--- src/hw/rtl/bfc_pkg.sv ---
// bfc_pkg: shared types, constants and helpers for the box frustum cull unit.
// No dependencies; imported by every module of the block.
`timescale 1ns / 1ps
`default_nettype none

package bfc_pkg;

    // Geometry sizes
    localparam int NUM_PLANES = 6;
    localparam int AXES       = 3;
    localparam int AXIS_W     = 2;
    localparam int CFG_IDX_W  = 3;
    localparam int CFG_DATA_W = 64;

    // Fixed-point widths: Q11.4 coordinates and d, Q1.14 normals
    localparam int COORD_W    = 16;
    localparam int PROD_W     = 2 * COORD_W;
    localparam int SUM_W      = PROD_W + 2;
    localparam int W_ONE_FRAC = 14;   // w = 1.0 in Q1.14

    // Axis codes
    localparam logic [AXIS_W-1:0] AXIS_X = 2'd0;
    localparam logic [AXIS_W-1:0] AXIS_Y = 2'd1;
    localparam logic [AXIS_W-1:0] AXIS_Z = 2'd2;

    typedef logic signed [COORD_W-1:0] coord_t;
    typedef logic signed [PROD_W-1:0]  prod_t;
    typedef logic signed [SUM_W-1:0]   sum_t;

    // Plane register layout: nx[63:48] ny[47:32] nz[31:16] d[15:0]
    typedef struct packed {
        coord_t nx;
        coord_t ny;
        coord_t nz;
        coord_t d;
    } plane_t;

    // Normal component of a plane along one axis
    function automatic coord_t plane_normal(input plane_t pl, input logic [AXIS_W-1:0] axis);
        coord_t n;
        unique case (axis)
            AXIS_X:  n = pl.nx;
            AXIS_Y:  n = pl.ny;
            AXIS_Z:  n = pl.nz;
            default: n = pl.nz;
        endcase
        return n;
    endfunction

endpackage

`default_nettype wire

--- src/hw/rtl/bfc_select.sv ---
// bfc_select: stage 1, picks per plane and axis the bound that minimizes n*coord.
// Depends on bfc_pkg.
`timescale 1ns / 1ps
`default_nettype none

module bfc_select
    import bfc_pkg::*;
(
    input  wire logic   clk,
    input  wire logic   rst_n,
    input  wire logic   valid_in,
    input  wire coord_t lo [AXES],
    input  wire coord_t hi [AXES],
    input  wire plane_t planes [NUM_PLANES],
    output logic        valid_reg,
    output coord_t      sel_reg [NUM_PLANES][AXES]
);

    coord_t sel_next [NUM_PLANES][AXES];

    // The minimizing corner: lower bound when the normal sign agrees with bound order
    always_comb
    begin
        for (int p = 0; p < NUM_PLANES; p++)
        begin
            for (int a = 0; a < AXES; a++)
            begin
                coord_t n;
                logic   ordered;
                n        = plane_normal(planes[p], AXIS_W'(a));
                ordered  = (lo[a] <= hi[a]);
                sel_next[p][a] = ((!n[COORD_W-1]) == ordered) ? lo[a] : hi[a];
            end
        end
    end

    // Valid bit
    always_ff @(posedge clk or negedge rst_n)
    begin
        if (!rst_n)
            valid_reg <= 1'b0;
        else
            valid_reg <= valid_in;
    end

    // Selected coordinates
    always_ff @(posedge clk)
    begin
        sel_reg <= sel_next;
    end

endmodule

`default_nettype wire

--- config.mk ---
export PLATFORM = sky130hd
export DESIGN_NAME = bfc_select
export DESIGN_NICKNAME = d
export VERILOG_FILES = /design/src/hw/rtl/bfc_pkg.sv /design/src/hw/rtl/bfc_select.sv
export SDC_FILE = /design/constraint.sdc
export NUM_CORES = 1
export LEC_CHECK = 0
export ABC_CLOCK_PERIOD_IN_PS = 800
export BUFFER_PORTS_ARGS = -buffer_cell sky130_fd_sc_hd__buf_2
export CORE_AREA = 5 5 298 300
export CTS_CLUSTER_SIZE = 28
export DETAILED_ROUTE_END_ITERATION = 8
export DIE_AREA = 0 0 303 305
export PLACE_DENSITY_LB_ADDON = 0.2
export SYNTH_ARGS = -nofsm -noshare
export SYNTH_HDL_FRONTEND = slang
export SYNTH_SLANG_ARGS = --single-unit
--- constraint.sdc ---
create_clock -name clk -period 0.8 [get_ports clk]
set_clock_uncertainty 0.15 [all_clocks]
set_input_delay 0.12 -clock clk [delete_from_list [all_inputs] [get_ports clk]]
set_output_delay 0.12 -clock clk [all_outputs]
set_load 0.005 [all_outputs]
==> impl_metrics.ini, run 1 <==
[clock_tree]
cts-hold-fix-buffers = 9
cts_buffers = 39
htreeDepth = 2
cts_root_buf = clkbuf_16
cts_max_path_buffers = 3
cts_tree = yes
clkSinkCount = 289
path_clk_slew_ps = 60

[hold_path]
min_path_cells = 2
hp-start = hi[30]
holdCritPathClass = primary input to flip-flop
holdPathEnd = sel_reg[30]

[drt]
vias = 8545
wirelength_um = 51500
drt-pass1-iter-count = 4
drt-wirelength-per-cell_um = 19.8
route.detailed.drc = 0
viasPerCell = 3.29
drt-initial-drc-count = 274
ant_nets = 0

[yosys]
ys_top_cells_by_area = dfxtp_1 54%, mux2_2 29%, ha_1 5.6%
synthFlopType = dfxtp_1
syn_avg_cell_area_um2 = 13.6
synth_edf_count = 0
yosysWarningCount = 0
synth.distinct_cells = 36
syn_nets = 1317
syn_area_um2 = 10700
synthArstFlopShare_pct = 0.346
yosys_register_bits = 289
yosysTopAreaCell = dfxtp_1
yosysSeqAreaShare_pct = 54.4
syn-instance-count = 786
yosysTopAreaCellShare_pct = 54.1

[die]
fp.dieW_um = 303
fp.dieH_um = 305
io_pins = 772
initial_core_util_pct = 12.4
core_area_um2 = 85900
die_area_um2 = 92400
core.rowCount = 108

[layout]
largest_reg_flops = 288
synthToLayoutAreaGrowth_pct = 94.9
fin_util_pct = 24.2
final_cells = 2601
nNetsFinal = 1948
drive_gt1_share_pct = 85.2
num-fill-cells = 9146
layout_common_cells = 275 x mux2_4, 226 x buf_2, 208 x dfxtp_2
final_common_cell = mux2_4

[setup_path]
max_stage_delay_ps = 560
crit_required_ps = 1080
cp_slowest_cell = or4_4
cp_max_fo = 5
worstPathArrival_ps = 2780
crit_path_cell_trace = buf_8 -> ha_4 -> nand4_1 -> or4_4 -> a21o_1 -> and2_4 -> a211oi_4 -> buf_12 -> buf_12 -> xnor2_4 -> buf_12 -> buf_12 -> mux2_4
critical_path_class = primary input to flip-flop
crit_path_frequent_cell = buf_12
start_kind = primary input
worstSetupEndpointType = flip-flop

[global_routing]
grt_start_max_net_pins = 12
grt_pass1_wl_um = 71100
grt_usage_pct = 10.6
grt_pass1_vias = 9533
antenna_found_initial = 10
grt.overflow.total = 0

[power_and_ir_drop]
max-vdd-ir-drop_v = 0.00139
power-per-cell-area_nw_per_um2 = 2530
power.total_uw = 52500
p_leak_uw = 0.00961

[sta]
clock.fmax_ghz = 0.399
maxSlewViolCount = 0
post-route-min-period_ps = 2500
worstMarginPinSlew_ps = 342
fin_crit_sh_pct = 313
finalSetupViolCount = 577
rsz0062_at_grt = yes
whs_ps = -270
setup_ws_ps = -1700
max_slew_margin_pct = 77.0
hold_viol = 277

[run_status]
violations = hold timing, setup timing
status = finished, violations left

[placed_design]
dp_slack_ps = -2340
port_buffers = 405
place.gp.congestion = 0.738
dpl.hpwl_um = 38300
dp.cells = 2480

[job]
drv_cap = 0
critical path: cells and delay by family:
family,cells,cell delay (ps)
AND/OR/NAND/NOR,3,850
buffers and inverters,5,650
AO/OA/AOI/OAI,2,450
multiplexers,1,300
adder cells (fa/ha/maj),1,270
XOR/XNOR,1,140
power breakdown:
part,total [uW],internal [uW],switching (uW)
clock network,17100,10300,6820
logic,17200,10600,6540
registers,18200,17100,1160
total,52500,38000,14500
final cells by class:
type	count	area [um2]	share of cell area (%)
clock buffer	55	1140	5.48
sequential	289	6050	29.2
clock inverter	13	128	0.615
tap	1155	1450	6.96
timing repair buffer	608	5560	26.8
multi-input combinational	430	6200	29.9
inverter	49	234	1.13
antenna	2	5.00	0.0241
how the worst max path moves through the flow:
stage | from | end | slack [ps] | cells after the start
detailed placement | hi[7] | sel_reg[241] | -2340 | 12
finish | lo[15] | sel_reg[0] | -1700 | 13
global route | hi[10] | sel_reg[8] | -1720 | 14
floorplan | hi[7] | sel_reg[245] | -2120 | 10
CTS | lo[15] | sel_reg[0] | -1630 | 13
global placement | hi[7] | sel_reg[240] | -2320 | 12
per-layer routing:
layer / vias to the layer above / share of wire [%] / track usage [%]
met2: 329 / 44 / 16.7
met5: - / 0.17 / 0
met4: 12 / 2.3 / 2.74
met1: 4083 / 46 / 14.0
met3: 74 / 7.9 / 3.59
li1: 4047 / - / -
timing repair:
action	in CTS	in global routing
setup buffers	33	8
gates resized for setup	492	180
pin swaps	28	15
setup endpoints to repair	577	578
endpoints found under the hold margin	290	277
cloned	12	2
cell families after synthesis:
family / Yosys count / synth area share, %
AOI/OAI and AO/OA: 38 / 2.48
xor gates and xnor gates: 18 / 1.90
adders and majority gates: 48 / 5.64
buffers and inverters: 67 / 2.78
DFF: 289 / 54.4
muxes: 288 / 30.9
and+or+nand+nor: 38 / 1.98
per-stage QoR:
stage | TNS [ps] | hold slack, ps | instance area, um2
after CTS | -574640 | -323 | 20100
after floorplan | -577550 | -326 | 11600
after global routing | -606360 | -306 | 20800
after detailed placement | -629210 | -247 | 16400
final | -575230 | -270 | 20800
after global placement | -626870 | -245 | 16400
cell usage after synthesis, types with 2 or more instances:
master,number
nor2b_1,2
nor2_1,3
nor4_1,2
buf_6,6
clkbuf_1,12
ha_1,48
a211oi_1,2
nand2_1,7
o211ai_1,3
mux2_4,12
nand3_1,4
a21o_1,6
nand4_1,9
nor3_1,4
o21a_1,3
dfxtp_1,288
mux2_2,276
or4_1,2
inv_1,49
xnor2_1,12
a21oi_1,16
xnor2_2,6
Note: power is estimated with default switching activity, not from simulation.
==> run 2: changes to the inputs <==
- CORE_AREA: 5 5 298 300 -> 5 5 294 296
- CTS_BUF_LIST: unset -> sky130_fd_sc_hd__clkbuf_8
- DIE_AREA: 0 0 303 305 -> 0 0 299 301
- TNS_END_PERCENT: unset -> 50
==> impl_metrics.ini, run 2 (synthesis gave the netlist of run 1 again) <==
[layout]
layout_common_cells = 370 x buf_2, 275 x dfxtp_1, 256 x mux2_4
drive_gt1_share_pct = 68.5
synthToLayoutAreaGrowth_pct = 89.3
largest_reg_flops = 288
stdcell_area_um2 = 20200
multi_input_area_um2 = 6240
nNetsFinal = 2031
fin_util_pct = 24.2
ff_latch_area_um2 = 5810
final_common_cell = buf_2
final_cells = 2627
num-fill-cells = 8847

[run_status]
violations = hold timing, setup timing
status = finished, violations left

[die]
fp.dieW_um = 299
initial_core_util_pct = 12.8
die_area_um2 = 90000
fp.dieH_um = 301
core_area_um2 = 83300
io_pins = 772
core.rowCount = 106

[power_and_ir_drop]
max-vdd-ir-drop_v = 0.00120
power.total_uw = 49300
power-per-cell-area_nw_per_um2 = 2440
p_leak_uw = 0.00955

[setup_path]
critical_path_class = primary input to flip-flop
worstSetupEndpointType = flip-flop
crit_path_frequent_cell = buf_12
cp_max_fo = 11
crit_required_ps = 1190
cp_slowest_cell = or4_4
start_kind = primary input
worstPathArrival_ps = 2700
max_stage_delay_ps = 570
crit_path_cell_trace = buf_12 -> inv_4 -> ha_4 -> nand4_1 -> or4_4 -> a21o_1 -> and2_4 -> a211oi_4 -> buf_12 -> buf_12 -> xnor2_4 -> buf_12 -> mux2_4

[placed_design]
dpl.hpwl_um = 38000
postPlaceCellArea_um2 = 16100
port_buffers = 405
place.gp.congestion = 0.763
dp.cells = 2400

[global_routing]
grt_usage_pct = 11.0
grt_start_max_net_pins = 18
grt_pass1_vias = 9946
grt.overflow.total = 0
antenna_found_initial = 10
grt_pass1_wl_um = 72400

[hold_path]
holdCritPathClass = primary input to flip-flop

[sta]
setup_ws_ps = -1500
max_slew_margin_pct = 70.7
maxSlewViolCount = 0
worstMarginPinSlew_ps = 437
clock.fmax_ghz = 0.434
rsz0062_at_grt = yes
fin_crit_sh_pct = 288
finalSetupViolCount = 577
hold_viol = 229
whs_ps = -247
post-route-min-period_ps = 2300

[drt]
vias = 8940
drt-initial-drc-count = 278
route.detailed.drc = 0
ant_nets = 0
wirelength_um = 51700
drt-pass1-iter-count = 5
drt-wirelength-per-cell_um = 19.7
viasPerCell = 3.40

[clock_tree]
cts_root_buf = clkbuf_8
cts_max_path_buffers = 3
cts_tree = yes
cts_buffers = 55
cts-hold-fix-buffers = 89
clkSinkCount = 289
htreeDepth = 2
path_clk_slew_ps = 60

[job]
drv_cap = 0
-- run 2: cell type report --
| type | count | area share, % |
|---|---|---|
| multi-input cells | 430 | 30.9 |
| flip-flops and latches | 289 | 28.8 |
| repair buffers | 675 | 26.3 |
| well taps | 1080 | 6.70 |
| clock buffers | 67 | 4.57 |
| clock inverters | 31 | 1.43 |
| inverters | 49 | 1.16 |
| diodes | 6 | 0.0744 |
-- run 2: report_power, final --
group / leakage, uW / switching (uW) / internal, uW
sequential: 0.00244 / 831 / 16700
combinational: 0.00642 / 6440 / 9240
clock: 0.000693 / 6830 / 9220
-- run 2: metrics by stage --
step	TNS, ps	hold slack [ps]	setup WS, ps
finish	-563540	-247	-1500
global route	-596820	-289	-1510
CTS	-577100	-313	-1480
detailed placement	-634250	-218	-2340
global placement	-635800	-214	-2340
floorplan	-556760	-326	-2120
-- run 2: repair_timing --
item | in CTS | in global routing
cloned | 7 | 3
endpoints found under the hold margin | 290 | 271
setup buffers | 23 | 8
pin swaps | 28 | 15
resized for setup | 185 | 151
setup endpoints to repair | 577 | 577
-- run 2: path summary, 6_finish.rpt --
path	startpoint	end	slack, ps	depth (start not counted)
setup / recovery	hi[15]	sel_reg[158]	-1500	13
hold / removal	hi[23]	sel_reg[167]	-250	3
max in group asynchronous	rst_n	valid_reg	140	3
min in group asynchronous	rst_n	valid_reg	210	3
-- run 2: per-layer routing --
layer / global-route usage (%) / share of wire, %
met4: 2.87 / 2.3
met5: 0 / 0.10
met3: 5.24 / 10
met2: 18.0 / 46
met1: 12.9 / 41
-- run 2: worst max-delay path: cells and delay by family --
kind,cells,cell delay [ps]
AND/OR/NAND/NOR,3,850
adder cells (fa/ha/maj),1,250
multiplexers,1,310
AO/OA/AOI/OAI,2,430
XOR/XNOR,1,140
buffers and inverters,5,590
==> run 3: changes to the inputs <==
- ABC_AREA: unset -> 1
- CORE_AREA: 5 5 294 296 -> 5 5 301 303
- DIE_AREA: 0 0 299 301 -> 0 0 306 308
- PLACE_DENSITY_LB_ADDON: 0.2 -> unset
==> impl_metrics.ini, run 3 <==
[yosys]
synth_common_cells = 582 x nand3_1, 347 x nand2_1, 288 x dfxtp_1
synth.distinct_cells = 25
synthFlopType = dfxtp_1
synth_edf_count = 0
syn_avg_cell_area_um2 = 8.17
syn-instance-count = 1552
yosys.area_share.simple_pct = 41.0
yosysSeqAreaShare_pct = 45.7
syn_area_um2 = 12700
syn_nets = 2083
synthXorXnorAreaFrac_pct = 0
yosysTopAreaCellShare_pct = 45.5
synthAdderAreaFrac_pct = 4.74
ys_top_cells_by_area = dfxtp_1 45%, nand3_1 23%, nand2_1 10%
yosysTopAreaCell = dfxtp_1
synth-compound-area-share_pct = 1.07
yosys_register_bits = 289
synthArstFlopShare_pct = 0.346
synth_mux_area_share_pct = 0
synth.most_common_cell = nand3_1
yosysWarningCount = 0
synth_top_family_by_area = simple AND/OR/NAND/NOR gates

[global_routing]
grt_pass1_vias = 15000
grt-busiest-layer = met2
grt_usage_pct = 14.8
use_met1_pct = 20.7
grt_util_met2_pct = 22.0
grt_pass1_wl_um = 105000
use_met3_pct = 3.56
grt.overflow.total = 0
grt_start_max_net_pins = 17
antenna_found_initial = 11

[power_and_ir_drop]
swShare_pct = 35.2
seq_power_share_pct = 32.5
p_switching_uw = 19600
combPwrFrac_pct = 37.4
power-per-cell-area_nw_per_um2 = 2150
intPower_uw = 36000
p_leak_uw = 0.0122
max-vdd-ir-drop_v = 0.00122
pwr-share-clk_pct = 30.1

[drt]
drt-initial-drc-count = 1547
vias = 15900
ant_nets = 0
viasPerCell = 4.44
wirelength_um = 80500
route.detailed.drc = 0
drt-pass1-iter-count = 8
drt-wirelength-per-cell_um = 22.4

[hold_path]
holdPathEnd = sel_reg[24]
hp-start = planes[47]
min_path_cells = 5
holdCritPathClass = primary input to flip-flop

[placed_design]
dp_slack_ps = -1540
dpl.hpwl_um = 53500
place.gp.congestion = 0.844
dp.cells = 3271
port_buffers = 405

[layout]
drive_gt1_share_pct = 59.7
final_cells = 3590
nNetsFinal = 2908
num-fill-cells = 8940
layout_common_cells = 358 x buf_2, 294 x nand3_2, 277 x dfxtp_1
fin_util_pct = 29.5
largest_reg_flops = 288
synthToLayoutAreaGrowth_pct = 104
final_common_cell = buf_2

[die]
io_pins = 772
die_area_um2 = 94200
core_area_um2 = 87700
core.rowCount = 109
fp.dieH_um = 308
fp.dieW_um = 306
initial_core_util_pct = 14.5

[sta]
finalSetupViolCount = 577
hold_viol = 195
whs_ps = -140
maxSlewViolCount = 0
clock.fmax_ghz = 0.565
worstMarginPinSlew_ps = 689
post-route-min-period_ps = 1770
fin_crit_sh_pct = 221
setup_tns_ps = -396020
setup_ws_ps = -969
max_slew_margin_pct = 53.9
rsz0062_at_grt = yes

[setup_path]
critical_path_class = primary input to flip-flop
cp_slowest_cell = ha_4
crit_required_ps = 1140
worstSetupEndpointType = flip-flop
start_kind = primary input
worstPathArrival_ps = 2110
path_buf_inv = 6
cp_max_fo = 8
crit_family = simple AND/OR/NAND/NOR gates
max_stage_delay_ps = 250
cp.depth = 16
crit_path_cell_trace = buf_8 -> inv_4 -> ha_4 -> nand4_1 -> buf_4 -> nor3_4 -> nand2_2 -> nand2_2 -> nand2_4 -> nand3_4 -> buf_12 -> buf_12 -> buf_12 -> nand2_8 -> nand3_2 -> nand2_2

[clock_tree]
cts_max_path_buffers = 3
cts_tree = yes
path_clk_slew_ps = 70
htreeDepth = 2
clkSinkCount = 289
cts_buffers = 52
cts_root_buf = clkbuf_8

[job]
drv_cap = 0

[run_status]
violations = hold timing, setup timing
status = finished, violations left
[run 3: cell count changes after synthesis, moves of 24 or more]
| cell | delta |
|---|---|
| nand2_1 | +340 |
| inv_1 | +35 |
| nand3_1 | +578 |
| buf_4 | +55 |
| mux2_2 | -276 |
| nand2_4 | +24 |
[run 3: worst max path at each step]
stage | startpoint | endpoint
2_1_floorplan | hi[43] | sel_reg[229]
3_3_place_gp | hi[33] | sel_reg[82]
3_5_place_dp | hi[43] | sel_reg[225]
4_1_cts | hi[27] | sel_reg[217]
5_1_grt | hi[27] | sel_reg[127]
6_report | hi[25] | sel_reg[26]
[run 3: cells by family after synthesis]
kind of cell             count (synthesis)
AND/OR/NAND/NOR                       1023
adder cells (fa/ha/maj)                 48
AO/OA/AOI/OAI                           24
buffers and inverters                  168
flip-flops                             289
[run 3: power groups by stage]
stage,clock network (uW),logic [uW],registers [uW]
2_1_floorplan,0,6760,18100
3_3_place_gp,0,14600,18400
3_5_place_dp,0,14700,18200
4_1_cts,17300,17800,18100
5_1_grt,17900,21900,18300
6_report,16700,20800,18100
[run 3: per-layer routing]
metal	wire, um	vias to the layer above	share of wire, %
li1	-	7037	-
met1	35900	7563	45
met2	33400	1102	41
met3	7490	226	9.3
met4	3770	2	4.7
met5	13	-	0.016
[run 3: area by class of cell]
| type | instances | area [um2] | share of cell area, % |
|---|---|---|---|
| multi-input cells | 1113 | 9430 | 36.5 |
| repair buffers | 837 | 7480 | 29.0 |
| flip-flops and latches | 289 | 5820 | 22.5 |
| well taps | 1165 | 1460 | 5.64 |
| clock buffers | 64 | 881 | 3.41 |
| inverters | 84 | 403 | 1.56 |
| clock inverters | 30 | 350 | 1.36 |
| diodes | 8 | 20.0 | 0.0775 |
[run 3: worst min-delay path, delay by kind of cell]
kind	cells	cell delay [ps]
buf+inv	2	240
simple gates	3	210
[run 3: stage by stage]
stage | instance area [um2] | total power [uW]
after floorplan | 14200 | 24900
after global placement | 19200 | 33000
after detailed placement | 19200 | 33000
after CTS | 23600 | 53200
after global routing | 25800 | 58100
final | 25800 | 55600
[run 3: timing repair]
item,4_1_cts,5_1_grt
pin swaps,66,194
hold endpoints to repair,290,270
gates resized for setup,284,360
cloned,20,19
setup buffers,58,27
endpoints found under the setup margin,577,577
hold buffers,95,1
