[config.mk]
export PLATFORM = sky130hd
export DESIGN_NAME = bfc_reduce
export DESIGN_NICKNAME = d
export VERILOG_FILES = /design/src/hw/rtl/bfc_pkg.sv /design/src/hw/rtl/bfc_reduce.sv
export SDC_FILE = /design/constraint.sdc
export NUM_CORES = 1
export LEC_CHECK = 0
export ABC_AREA = 1
export ABC_CLOCK_PERIOD_IN_PS = 1300
export BUFFER_PORTS_ARGS = -buffer_cell sky130_fd_sc_hd__buf_2
export CORE_AREA = 3 3 371 373
export CTS_BUF_LIST = sky130_fd_sc_hd__clkbuf_4 sky130_fd_sc_hd__clkbuf_8
export DETAILED_ROUTE_END_ITERATION = 16
export DIE_AREA = 0 0 374 376
export GPL_TIMING_DRIVEN = 0
export PLACE_DENSITY_LB_ADDON = 0.3
export SLEW_MARGIN = 5
export SYNTH_ARGS = -nofsm -noshare
export SYNTH_HDL_FRONTEND = slang
export SYNTH_SLANG_ARGS = --single-unit
[constraint.sdc]
create_clock -name clk -period 1.3 [get_ports clk]
set_input_delay 0.13 -clock clk [delete_from_list [all_inputs] [get_ports clk]]
set_output_delay 0.13 -clock clk [all_outputs]
set_load 0.02 [all_outputs]
[src/hw/rtl/bfc_pkg.sv]
// bfc_pkg: shared types, constants and helpers for the box frustum cull unit.
// No dependencies; imported by every module of the block.
`timescale 1ns / 1ps
`default_nettype none

package bfc_pkg;

    // Geometry sizes
    localparam int NUM_PLANES = 6;
    localparam int AXES       = 3;
    localparam int AXIS_W     = 2;
    localparam int CFG_IDX_W  = 3;
    localparam int CFG_DATA_W = 64;

    // Fixed-point widths: Q11.4 coordinates and d, Q1.14 normals
    localparam int COORD_W    = 16;
    localparam int PROD_W     = 2 * COORD_W;
    localparam int SUM_W      = PROD_W + 2;
    localparam int W_ONE_FRAC = 14;   // w = 1.0 in Q1.14

    // Axis codes
    localparam logic [AXIS_W-1:0] AXIS_X = 2'd0;
    localparam logic [AXIS_W-1:0] AXIS_Y = 2'd1;
    localparam logic [AXIS_W-1:0] AXIS_Z = 2'd2;

    typedef logic signed [COORD_W-1:0] coord_t;
    typedef logic signed [PROD_W-1:0]  prod_t;
    typedef logic signed [SUM_W-1:0]   sum_t;

    // Plane register layout: nx[63:48] ny[47:32] nz[31:16] d[15:0]
    typedef struct packed {
        coord_t nx;
        coord_t ny;
        coord_t nz;
        coord_t d;
    } plane_t;

    // Normal component of a plane along one axis
    function automatic coord_t plane_normal(input plane_t pl, input logic [AXIS_W-1:0] axis);
        coord_t n;
        unique case (axis)
            AXIS_X:  n = pl.nx;
            AXIS_Y:  n = pl.ny;
            AXIS_Z:  n = pl.nz;
            default: n = pl.nz;
        endcase
        return n;
    endfunction

endpackage

`default_nettype wire

[src/hw/rtl/bfc_reduce.sv]
// bfc_reduce: stages 3 and 4, per-plane sum with the d term, then any-plane reduce.
// Depends on bfc_pkg.
`timescale 1ns / 1ps
`default_nettype none

module bfc_reduce
    import bfc_pkg::*;
(
    input  wire logic   clk,
    input  wire logic   rst_n,
    input  wire logic   valid_in,
    input  wire prod_t  prod [NUM_PLANES][AXES],
    input  wire plane_t planes [NUM_PLANES],
    output logic        valid_reg,
    output logic        outside_reg
);

    logic                  sum_valid_reg;
    logic [NUM_PLANES-1:0] empty_reg;
    logic [NUM_PLANES-1:0] empty_next;

    // Smallest corner sum per plane; plane has no corner in when it is >= 0
    always_comb
    begin
        for (int p = 0; p < NUM_PLANES; p++)
        begin
            sum_t acc;
            sum_t d_term;
            d_term = sum_t'(planes[p].d) <<< W_ONE_FRAC;
            acc    = d_term;
            for (int a = 0; a < AXES; a++)
                acc = acc + sum_t'(prod[p][a]);
            empty_next[p] = !acc[SUM_W-1];
        end
    end

    // Valid bits for both stages
    always_ff @(posedge clk or negedge rst_n)
    begin
        if (!rst_n)
        begin
            sum_valid_reg <= 1'b0;
            valid_reg     <= 1'b0;
        end
        else
        begin
            sum_valid_reg <= valid_in;
            valid_reg     <= sum_valid_reg;
        end
    end

    // Plane flags, then the box verdict
    always_ff @(posedge clk)
    begin
        empty_reg   <= empty_next;
        outside_reg <= |empty_reg;
    end

endmodule

`default_nettype wire

==> results of run 1 <==
[what timing repair did]
action | CTS | global route
setup buffers | 2 | 3
setup endpoints to repair | 6 | 6
hold endpoints to repair | 3 | 0
resized for setup | 82 | 71
hold buffers | 2 | 0
pin swaps | 59 | 72
gates cloned | 0 | 0
[synthesized netlist by cell type (all sizes together)]
cell,number
inv,929
fa,300
ha,258
nand2,166
a21oi,90
nor2,40
nand3,26
o21ai,25
nand4,13
dfxtp,7
nor3,7
nor4,6
xor2,6
o21a,4
a21o,3
nand3b,3
a31oi,2
dfrtp,2
[power by group through the flow]
stage	Clock, uW	Combinational, uW	Sequential (uW)
global route	392	14100	439
CTS	384	11800	437
global placement	0	11100	439
floorplan	0	6850	423
detailed placement	0	11200	441
finish	352	11800	427
[area by class of cell]
type	count	area share (%)
well taps	1781	10.5
flip-flops and latches	9	0.898
diodes	11	0.130
clock inverters	1	0.0236
clock buffers	3	0.195
repair buffers	683	16.8
multi-input cells	949	54.8
inverters	929	16.6
[worst max path at each step]
stage,startpoint,end,depth (start not counted)
after detailed placement,prod[188],empty_reg[4]$_DFF_P_,14
after CTS,prod[124],empty_reg[4]$_DFF_P_,14
after global routing,prod[371],empty_reg[2]$_DFF_P_,11
after global placement,prod[188],empty_reg[4]$_DFF_P_,14
after floorplan,prod[502],empty_reg[0]$_DFF_P_,12
final,prod[188],empty_reg[4]$_DFF_P_,15
[stage by stage]
stage          setup TNS (ns)  total power [uW]  hold slack (ns)  setup WS (ns)  instances
2_1_floorplan           -5.26              7270           -0.166         -0.891       1887
3_3_place_gp           -11.07             11600          -0.0827          -2.39       4344
3_5_place_dp           -11.07             11600          -0.0798          -2.39       4344
4_1_cts                 -7.10             12600            0.184          -1.28       4352
5_1_grt                 -7.58             14900            0.193          -1.33       4357
6_report                -6.40             12500            0.187          -1.12       4366
[worst register-to-register path, cell delays in order, from the launching register on]
cell and delay [ns]:
sky130_fd_sc_hd__dfxtp_1 0.29, sky130_fd_sc_hd__nor4_1 0.25, sky130_fd_sc_hd__nand2_1 0.07
[cells by family after synthesis]
group / share of synthesized area [%]
AOI/OAI and AO/OA: 4.37
buffers and inverters: 23.7
adders and majority gates: 62.7
DFF: 1.29
and+or+nand+nor: 7.67
xor gates and xnor gates: 0.357
[routing by layer]
layer  part of all wire [%]  GRT usage (%)  routed length (um)  vias up
li1                       -              -                   -     6585
met1                     47           11.0               26900     5778
met2                     45           13.0               25700      447
met3                    6.1           1.39                3480       30
met4                    1.2          0.976                 680       10
met5                   0.14              0                  80        -
==> impl_summary.md, run 1 <==
Die
Once the floorplan was initialized, standard cells occupied 10.9% of the core. The number of top-level pins is 965. The area of the die is 141,000 sq um.

The die outline height is 376 um. The core area is 135,000 sq um. The number of cell rows is 135. The floorplan step set the die width to 374 um.

Final layout
After the last flow step, the layout net total stands at 4,096. For this run, the share of the core covered by cells in the final layout is 15.7%. The share of layout cells above drive strength 1 is 32.2%. The number of inserted filler cells in the final layout is 15,600. The top cell types in the final layout, fill and taps aside, are 886 x sky130_fd_sc_hd__inv_1, 662 x sky130_fd_sc_hd__buf_2, 281 x sky130_fd_sc_hd__fa_1.

The layout-stage area growth over the synthesis result is 43.7%. The multi-input combinational cells in the finished layout cover a total of 11,600 sq um. Registers take 190 sq um. The final standard cell area without fillers is 21,200 sq um.

The most common library cell in the layout ignoring fill and taps is sky130_fd_sc_hd__inv_1. The register with the most flip-flops in the layout has 6 of them.

Placed design
The placed instances occupy a cell area of 20,500 sq um. Routability-driven placement finished with a final weighted congestion of 0.848. The count of buffers added on input and output ports is 676.

Detailed placement ended at an HPWL of 56,200 um.

Timing
The slew at the pin closest to its max-slew limit is 0.680 ns. The fraction of the cycle the final worst path needs is 186%. The highest clock frequency the design can meet is 413 MHz.

The clock arrives with 0.00690 ns of skew. Across all setup checks in the final design, the least slack found is -1.12 ns. The total count of max-transition violations in the final report is 0. The shortest clock period the worst path allows after layout is 2.42 ns. Setup repair after global routing could not meet its margin everywhere.

In this run the tightest slew margin relative to its limit is 54.5%. The hold violation total from the final report is 0. Setup violations remaining at the end of the flow were counted as 6.

Routing
The post-route DRC violation count is 0. The wire length per cell after detailed routing is 13.0 um. Using the TritonRoute via totals, the vias-per-cell ratio works out to 2.94. The violation count after the first detailed-routing iteration is 196. The routed design has 56,800 um of wire.

Across all layers, the routed design uses 12,900 vias. The length of the first detailed-routing pass in iterations is 4. The remaining antenna violation count is 0.

Flow run
The max capacitance violation total is 0.

Clocking
Buffers inserted during clock tree synthesis total 3. The later pin in the worst-skew pair is clocked with a latency of 0.24 ns. TritonCTS built the clock tree. The tree built by TritonCTS fans out to 9 sinks.

In this run the deepest clock path goes through 2 buffers. After clock tree synthesis, the clock-pin slew on the worst setup and hold paths is 0.06 ns. In this run the number of H-tree levels came out at 1. Clock tree synthesis selected as its root buffer the cell sky130_fd_sc_hd__clkbuf_8.

Global routing
Entering global routing, the biggest net connects 7 pins. The global-route wire length before repair is 83,100 um. The global router's overall resource usage is 7.89%. The remaining global-route overflow is 0. The via count of the first global-routing pass came to 14,200. The initial antenna violation count is 22.

Yosys
The number of warnings reported in the yosys synthesis log is 0. In the post-synthesis netlist, the biggest area contributors are sky130_fd_sc_hd__fa_1 41%, sky130_fd_sc_hd__inv_1 24%, sky130_fd_sc_hd__ha_1 22%. Summing the sequential cell areas from Yosys gives 1.29% of the chip area. The mean post-synth cell area is 7.81 sq um. The most area-hungry cell type in the Yosys netlist is sky130_fd_sc_hd__fa_1.

Counting every instance in the synthesized netlist gives 1,887. Synthesis produced a netlist with a net count of 3,408. Of the post-synthesis cell area, the dominant cell type holds 40.8%. Synthesis inferred 9 register bits. The area of the mapped netlist is 14,700 sq um. Yosys mapped the design onto 23 distinct sky130hd cell types.

Power
Summed over all cells, the static leakage comes to 0.0129 uW. Sequential cells burn 3.4% of the power. The proportion of power drawn by combinational gates is 93.8%. The power spent charging and discharging nets is 6830 uW. The clock share of power is 2.8%. Internal power comes to 5720 uW.

Power spread over the standard cell area amounts to 592 nW/um^2. The switching share of total power is 54.4%. The worst IR drop on VDD is 0.247 mV.

Worst hold path
The worst min-delay path class is in -> async.

Critical path
The end of the worst register-to-register path is outside_reg$_DFF_P_. The endpoint kind of the worst setup timing path is a register. The critical path contains buffers and inverters numbering 4 combined.

STA puts the critical path data required time at 1.47 ns. The delay of the slowest cell on the worst path is 0.74 ns. The type of element launching the critical path is an input port. Across all register-to-register paths, the minimum setup slack is 0.58 ns. For this design, the slowest cell found on the critical path is sky130_fd_sc_hd__fa_2. Data arrives at the worst endpoint at 2.59 ns. The length in cells of the worst reg-to-reg path is 2. The top cell family by delay on the critical path is adder cells.

The biggest fanout along the worst timing path is 2. Walking the worst path, the cells encountered are buf_6 -> inv_2 -> fa_2 -> fa_2 -> inv_2 -> ha_4 -> nand2_2 -> nor2_4 -> buf_12 -> nand2_1 -> nor2_1 -> nand2_2 -> nand2_1 -> nand2_1 -> nand2_2. The type of the worst setup path is in -> reg. The beginning of the worst register-to-register path is empty_reg[3]$_DFF_P_.

Outcome
The flow ran to the end, but the final reports show violations. The final reports fail on negative setup slack.
No activity file was read; power rests on OpenSTA's default activity.
==> run 2: changes to the inputs <==
--- a/config.mk
+++ b/config.mk
@@ -8,12 +8,13 @@
 export ABC_AREA = 1
 export ABC_CLOCK_PERIOD_IN_PS = 1300
 export BUFFER_PORTS_ARGS = -buffer_cell sky130_fd_sc_hd__buf_2
-export CORE_AREA = 3 3 371 373
+export CORE_AREA = 2 2 370 372
 export CTS_BUF_LIST = sky130_fd_sc_hd__clkbuf_4 sky130_fd_sc_hd__clkbuf_8
 export DETAILED_ROUTE_END_ITERATION = 16
-export DIE_AREA = 0 0 374 376
+export DIE_AREA = 0 0 372 374
 export GPL_TIMING_DRIVEN = 0
 export PLACE_DENSITY_LB_ADDON = 0.3
+export SKIP_CTS_REPAIR_TIMING = 1
 export SLEW_MARGIN = 5
 export SYNTH_ARGS = -nofsm -noshare
 export SYNTH_HDL_FRONTEND = slang
==> run 2 against run 1 <==
The flow still finishes with violations (negative setup slack); setup slack got worse by 0.096 ns; clock-buffer cell count rose by 1; global-route usage barely moved; worst hold slack improved by 0.028 ns; clock power rose by 9.1%; fmax fell by 3.8%; sequential cell count did not move; wire length rose by 0.27%; final cell count fell by 0.11%; critical path depth did not move; sequential share of layout area barely moved.
==> impl_summary.md, run 2 (same netlist as run 1, synthesis figures left out) <==
Outcome
The run finished, with violations left. The checks that failed: negative setup slack.

Clocking
In this run, CTS created clock tree buffers numbering 3. The clock insertion delay at the later pin of the skew report is 0.25 ns. In this run the number of H-tree levels came out at 1.

The clock sink count is 9. The clock tree from TritonCTS is done. Clock-pin slew was measured on the worst setup and hold paths at 0.06 ns. The clock passes through at most 2 buffers.

CTS placed an instance of sky130_fd_sc_hd__clkbuf_8 at the clock tree root.

Placed design
The placer's final routability congestion estimate is 0.898. The total of buffers placed on input and output ports is 676. The estimated wirelength of the detail-placed design is 56,200 um. Once placement finished, the instance area stood at 20,500 sq um.

Final layout
In the final layout, the share of cells above drive strength 1 is 32.2%. The register with the most flip-flops in the layout has 6 of them. The final standard cell area without fillers is 21,200 sq um.

Cells fill 15.7% of the core in the end. The net total in the final layout is 4,096. In the layout the commonest cells are 882 x sky130_fd_sc_hd__inv_1, 659 x sky130_fd_sc_hd__buf_2, 284 x sky130_fd_sc_hd__fa_1.

The most common library cell in the layout ignoring fill and taps is sky130_fd_sc_hd__inv_1. From synthesis to final layout, the design area changed by 43.8%.

Die
The number of cell rows is 135. In this run the vertical extent of the chip is 374 um. Pin placement for this block handled 965 I/O pins.

From left edge to right edge, the die measures 372 um. The core region is 135,000 sq um. The area of the die is 139,000 sq um. The initial core utilization is 10.9%.

Global routing
Entering global routing, the biggest net connects 6 pins. The initial antenna violation count is 21. For this run the aggregate overflow at the end of global routing stands at 0. The global router's overall resource usage is 7.93%. The via count of the first global-routing pass is 14,000. The global-route wire length before repair is 81,400 um.

Routing
For this run, the detailed router's first-pass iteration total came to 4. The count of nets left with antenna violations once routing finished came out at 0. After the first detailed-routing iteration, the DRC count stood at 225. The post-route DRC violation count is 0.

After detailed routing, the average wire length per cell comes to 13.1 um. The routed design has 57,000 um of wire. The number of vias per cell after detailed routing is 2.96.

The via total after detailed routing is 12,900.

Timing
The hold violation total from the final report was 0. The worst path uses 194% of the clock period. The final setup skew is 0.0105 ns. Setup repair after global routing could not meet its margin everywhere. The final setup slack of the worst path is -1.22 ns. After layout, the minimum clock period comes to 2.52 ns. The slew at the pin closest to its max-slew limit is 0.732 ns. Timing would allow up to 397 MHz. The number of setup violations in the final report is 6. The worst relative slew slack is 51.0%. The total count of max-transition violations in the final report is 0.

Power
The cell area power density is 603 nW/um^2. In this run the static leakage power is 0.0129 uW. The worst-case IR drop observed on VDD is 0.356 mV.

The design draws 12,800 uW.

Critical path
The worst endpoint required time is 1.47 ns. The signal on the critical path passes through buf_6 -> inv_2 -> fa_2 -> buf_12 -> fa_1 -> inv_2 -> ha_4 -> nand2_4 -> nor2_4 -> nand2_2 -> nor4_2 -> nand2_1 -> nand2_1 -> nand2_2 -> nand2_8. The delay of the slowest cell on the worst path is 0.58 ns. The type of the worst setup path is in -> reg.

The type of element launching the critical path is an input port. On the critical path, the stage with the largest delay is an instance of sky130_fd_sc_hd__fa_1. The endpoint kind of the worst setup timing path is a register.

In this run the worst path has a maximum fanout of 2. The worst endpoint data arrival time is 2.69 ns.

Worst hold path
The worst min-delay path class is in -> async.

Flow run
Across the run, the number of max-cap violations was 0.
-- run 2: changes by cell type in the layout (fill, tap and decap cells not counted), sizes merged --
| cell | change |
|---|---|
| diode | -5 |
| clkbuf | +1 |
| clkinv | -1 |
-- run 2: metrics by stage --
stage,TNS (ns),cells,worst slack [ns],hold WS [ns]
6_report,-6.72,4361,-1.22,0.215
3_3_place_gp,-11.25,4344,-2.44,-0.0512
3_5_place_dp,-11.26,4344,-2.43,-0.0509
5_1_grt,-7.65,4358,-1.39,0.205
2_1_floorplan,-5.26,1887,-0.891,-0.166
4_1_cts,-9.70,4348,-2.20,-0.328
-- run 2: final cells by class --
class | count | area, sq um
clock buffer | 4 | 48.8
timing repair buffer | 683 | 3580
tap | 1781 | 2230
multi-input combinational | 949 | 11600
fill | 15600 | 114000
inverter | 929 | 3530
sequential | 9 | 190
antenna | 6 | 15.0
-- run 2: critical path, delay by kind of cell --
family                     cells  cell delay [ns]
and+or+nand+nor                8             0.88
buffers and inverters          4             0.32
adders and majority gates      3             1.32
-- run 2: final timing paths --
check | startpoint | to | slack, ns | cells after the start
worst min-delay path | rst_n | valid_reg$_DFF_PN0_ | 0.21 | 2
worst max-delay path | prod[255] | empty_reg[3]$_DFF_P_ | -1.22 | 15
min in group clk | sum_valid_reg$_DFF_PN0_ | valid_reg$_DFF_PN0_ | 0.36 | 0
worst max register to register | empty_reg[3]$_DFF_P_ | outside_reg$_DFF_P_ | 0.46 | 2
worst min register to register | sum_valid_reg$_DFF_PN0_ | valid_reg$_DFF_PN0_ | 0.36 | 0
max in group asynchronous | rst_n | sum_valid_reg$_DFF_PN0_ | 0.95 | 2
-- run 2: power by group --
| part | total, uW | switching (uW) | leakage (uW) | internal, uW |
|---|---|---|---|---|
| combinational | 12000 | 6810 | 0.0128 | 5180 |
| clock | 384 | 147 | 0.0000262 | 237 |
| sequential | 419 | 29.8 | 0.0000820 | 389 |
| total | 12800 | 6990 | 0.0129 | 5810 |
-- run 2: routing by layer --
layer / global-route usage [%] / vias to the layer above / routed length [um]
met2: 13.4 / 442 / 26400
met3: 1.83 / 45 / 4640
met4: 0.905 / 26 / 560
li1: - / 6586 / -
met5: 0 / - / 157
met1: 10.4 / 5826 / 25200
==> run 3: changes to the inputs <==
--- a/config.mk
+++ b/config.mk
@@ -6,12 +6,14 @@
 export NUM_CORES = 1
 export LEC_CHECK = 0
 export ABC_AREA = 1
-export ABC_CLOCK_PERIOD_IN_PS = 1300
+export ABC_CLOCK_PERIOD_IN_PS = 2700
 export BUFFER_PORTS_ARGS = -buffer_cell sky130_fd_sc_hd__buf_2
-export CORE_AREA = 2 2 370 372
+export CELL_PAD_IN_SITES_DETAIL_PLACEMENT = 1
+export CELL_PAD_IN_SITES_GLOBAL_PLACEMENT = 2
+export CORE_AREA = 2 2 375 377
 export CTS_BUF_LIST = sky130_fd_sc_hd__clkbuf_4 sky130_fd_sc_hd__clkbuf_8
 export DETAILED_ROUTE_END_ITERATION = 16
-export DIE_AREA = 0 0 372 374
+export DIE_AREA = 0 0 377 379
 export GPL_TIMING_DRIVEN = 0
 export PLACE_DENSITY_LB_ADDON = 0.3
 export SKIP_CTS_REPAIR_TIMING = 1
==> constraint.sdc (replaced) <==
create_clock -name clk -period 2.7 [get_ports clk]
set_input_delay 0.27 -clock clk [delete_from_list [all_inputs] [get_ports clk]]
set_output_delay 0.27 -clock clk [all_outputs]
set_load 0.02 [all_outputs]
==> run 3 against run 2 <==
The run now ends clean; combinational power down 55%; worst hold slack worse by 0.088 ns; wire length up 5.2%; global-route usage up 0.14 points; final cell count up 0.89%; non-clock buffer count down 4; sequential share of layout area about the same; clock power down 50%; largest cell class unchanged.
==> impl_summary.md, run 3 (same netlist as run 1, synthesis figures left out) <==
Final layout
The area of all sequential standard cells is 190 sq um. Leaving out fill and tap cells, the most frequent cell in the layout is sky130_fd_sc_hd__inv_1. Once layout is complete, the cells apart from fillers number 4,400.

The layout has 17,000 filler cells. Relative to the synthesized area, the layout overhead comes to 42.3%. After routing the design area is 21,000 sq um.

The share of layout cells above drive strength 1 is 29.9%. The net total in the final layout is 4,092. In the final layout, the multi-input gates occupy 11,500 sq um.

The register with the most flip-flops in the layout has 6 of them. Leaving out fill and tap cells, the most frequent cells in the layout are 917 x sky130_fd_sc_hd__inv_1, 672 x sky130_fd_sc_hd__buf_2, 292 x sky130_fd_sc_hd__fa_1.

Placed design
Detailed placement ended at an HPWL of 59,700 um. The placer's final routability congestion estimate is 0.768. After detailed placement, the total cell area comes to 20,400 sq um.

Before CTS, the worst setup slack after placement is -0.632 ns. The total placed cells including tap cells is 4,370. The total of buffers placed on input and output ports is 676.

Global routing
For met1 alone, demand over resource in global routing was 10.2%. The global router's overall resource usage is 8.07%. The via count of the first global-routing pass is 14,600.

The met3 track demand over resource in global routing is 2.79%. The initial antenna violation count is 72. The total overflow left after global routing is 0. The global-route wire length before repair is 86,200 um. In this run the most used layer during global routing was met2. Entering global routing, the biggest net connects 6 pins. Global routing used 13.9% of the available met2 tracks.

Clocking
The clock tree from TritonCTS is done. The clock passes through at most 2 buffers. The TritonCTS buffer count is 3.

The CTS clock-pin slew for the worst setup and hold paths is 0.06 ns. Clock latency on the worst-skew pair, taken at its later pin, is 0.24 ns. Clock tree synthesis found a total of 9 sinks.

In this run the number of H-tree levels came out at 1. The tree is rooted in a sky130_fd_sc_hd__clkbuf_8.

Die
The initial core utilization is 10.6%. The die outline height is 379 um. 965 I/O pins were placed.

The area of the die is 143,000 sq um. The region available for standard cell placement spans 139,000 sq um. The floorplan step set the die width to 377 um. The number of cell rows is 137.

Timing
The fraction of the cycle the final worst path needs is 96.8%. On the final layout, the worst hold slack is 0.127 ns. The setup TNS is 0 ns. The hold violation total from the final report came to 0. Headroom to the max-slew limit came out at 70.8%.

Once routing completed, OpenROAD measured the worst setup slack at 0.0859 ns. After layout, the minimum clock period comes to 2.61 ns. The number of setup violations in the final report is 0. For the pin with the worst max-slew slack, the measured transition is 0.433 ns.

Setup repair after global routing could not meet its margin everywhere. The final setup skew is 0.00429 ns. The total count of max-transition violations in the final report was 0. The highest clock frequency the design can meet is 383 MHz.

Routing
For this block, the routed nets add up to 59,900 um of wire. The wire length per cell after detailed routing is 13.6 um. The number of vias per cell after detailed routing is 2.99. The violation count after the first detailed-routing iteration is 192. After detailed routing, the number of remaining DRC violations is 0.

The length of the first detailed-routing pass in iterations is 4. The via total after detailed routing is 13,200. The remaining antenna violation count is 0.

Flow run
The max capacitance violation total is 0.

Critical path
The type of element launching the critical path is an input port. Of all nets on the critical path, the largest fanout is 2. The worst endpoint data arrival time is 2.76 ns. The endpoint kind of the worst setup timing path is a register. The type of the worst setup path is in -> reg. For the worst setup path, the data required time is 2.84 ns.

Power
In this run the static leakage power is 0.0129 uW. The worst IR drop on VDD is 0.143 mV. For this design the ratio of total power to cell area is 277 nW/um^2.

Worst hold path
The worst min-delay path class is in -> reg.

Outcome
The run finished with clean final reports.
==> run 3: area by class of cell <==
type | count | area share [%]
Antenna cell | 23 | 0.274
Clock buffer | 4 | 0.233
Inverter | 929 | 16.7
Multi-Input combinational cell | 949 | 54.7
Sequential cell | 9 | 0.907
Tap cell | 1807 | 10.8
Timing Repair Buffer | 679 | 16.4
==> run 3: worst paths after layout <==
kind | cells past startpoint | start | slack, ns | end
worst max-delay path | 14 | prod[466] | 0.09 | empty_reg[1]$_DFF_P_
worst min-delay path | 1 | valid_in | 0.13 | sum_valid_reg$_DFF_PN0_
worst max register to register | 2 | empty_reg[3]$_DFF_P_ | 1.90 | outside_reg$_DFF_P_
worst min register to register | 0 | sum_valid_reg$_DFF_PN0_ | 0.36 | valid_reg$_DFF_PN0_
max in group asynchronous | 2 | rst_n | 2.28 | valid_reg$_DFF_PN0_
min in group asynchronous | 2 | rst_n | 0.33 | sum_valid_reg$_DFF_PN0_
==> run 3: critical path: stages <==
cell and delay, ns:
sky130_fd_sc_hd__buf_2 0.10, sky130_fd_sc_hd__inv_1 0.13, sky130_fd_sc_hd__fa_1 0.47, sky130_fd_sc_hd__fa_1 0.54, sky130_fd_sc_hd__inv_1 0.06, sky130_fd_sc_hd__ha_1 0.32, sky130_fd_sc_hd__a21oi_4 0.16, sky130_fd_sc_hd__o21ai_4 0.12
sky130_fd_sc_hd__nand2_1 0.11, sky130_fd_sc_hd__nand3_2 0.12, sky130_fd_sc_hd__a21oi_2 0.18, sky130_fd_sc_hd__nand2_1 0.07, sky130_fd_sc_hd__nand2_1 0.06, sky130_fd_sc_hd__nand2_1 0.05
==> run 3: metal layers <==
metal | share of wire, % | wire (um)
met5 | 0.72 | 431
met4 | 0.56 | 336
met2 | 47 | 28200
met1 | 43 | 25600
met3 | 9.1 | 5440
==> run 3: through the flow <==
stage               util (%)  total power (uW)
global route            15.1              6920
detailed placement      14.7              5440
global placement        14.7              5430
floorplan                  -              3440
CTS                     14.7              5700
finish                  15.1              5810
==> run 3: report_power, final <==
group	internal, uW	switching [uW]
clock	114	76.2
sequential	187	18.2
combinational	2360	3060
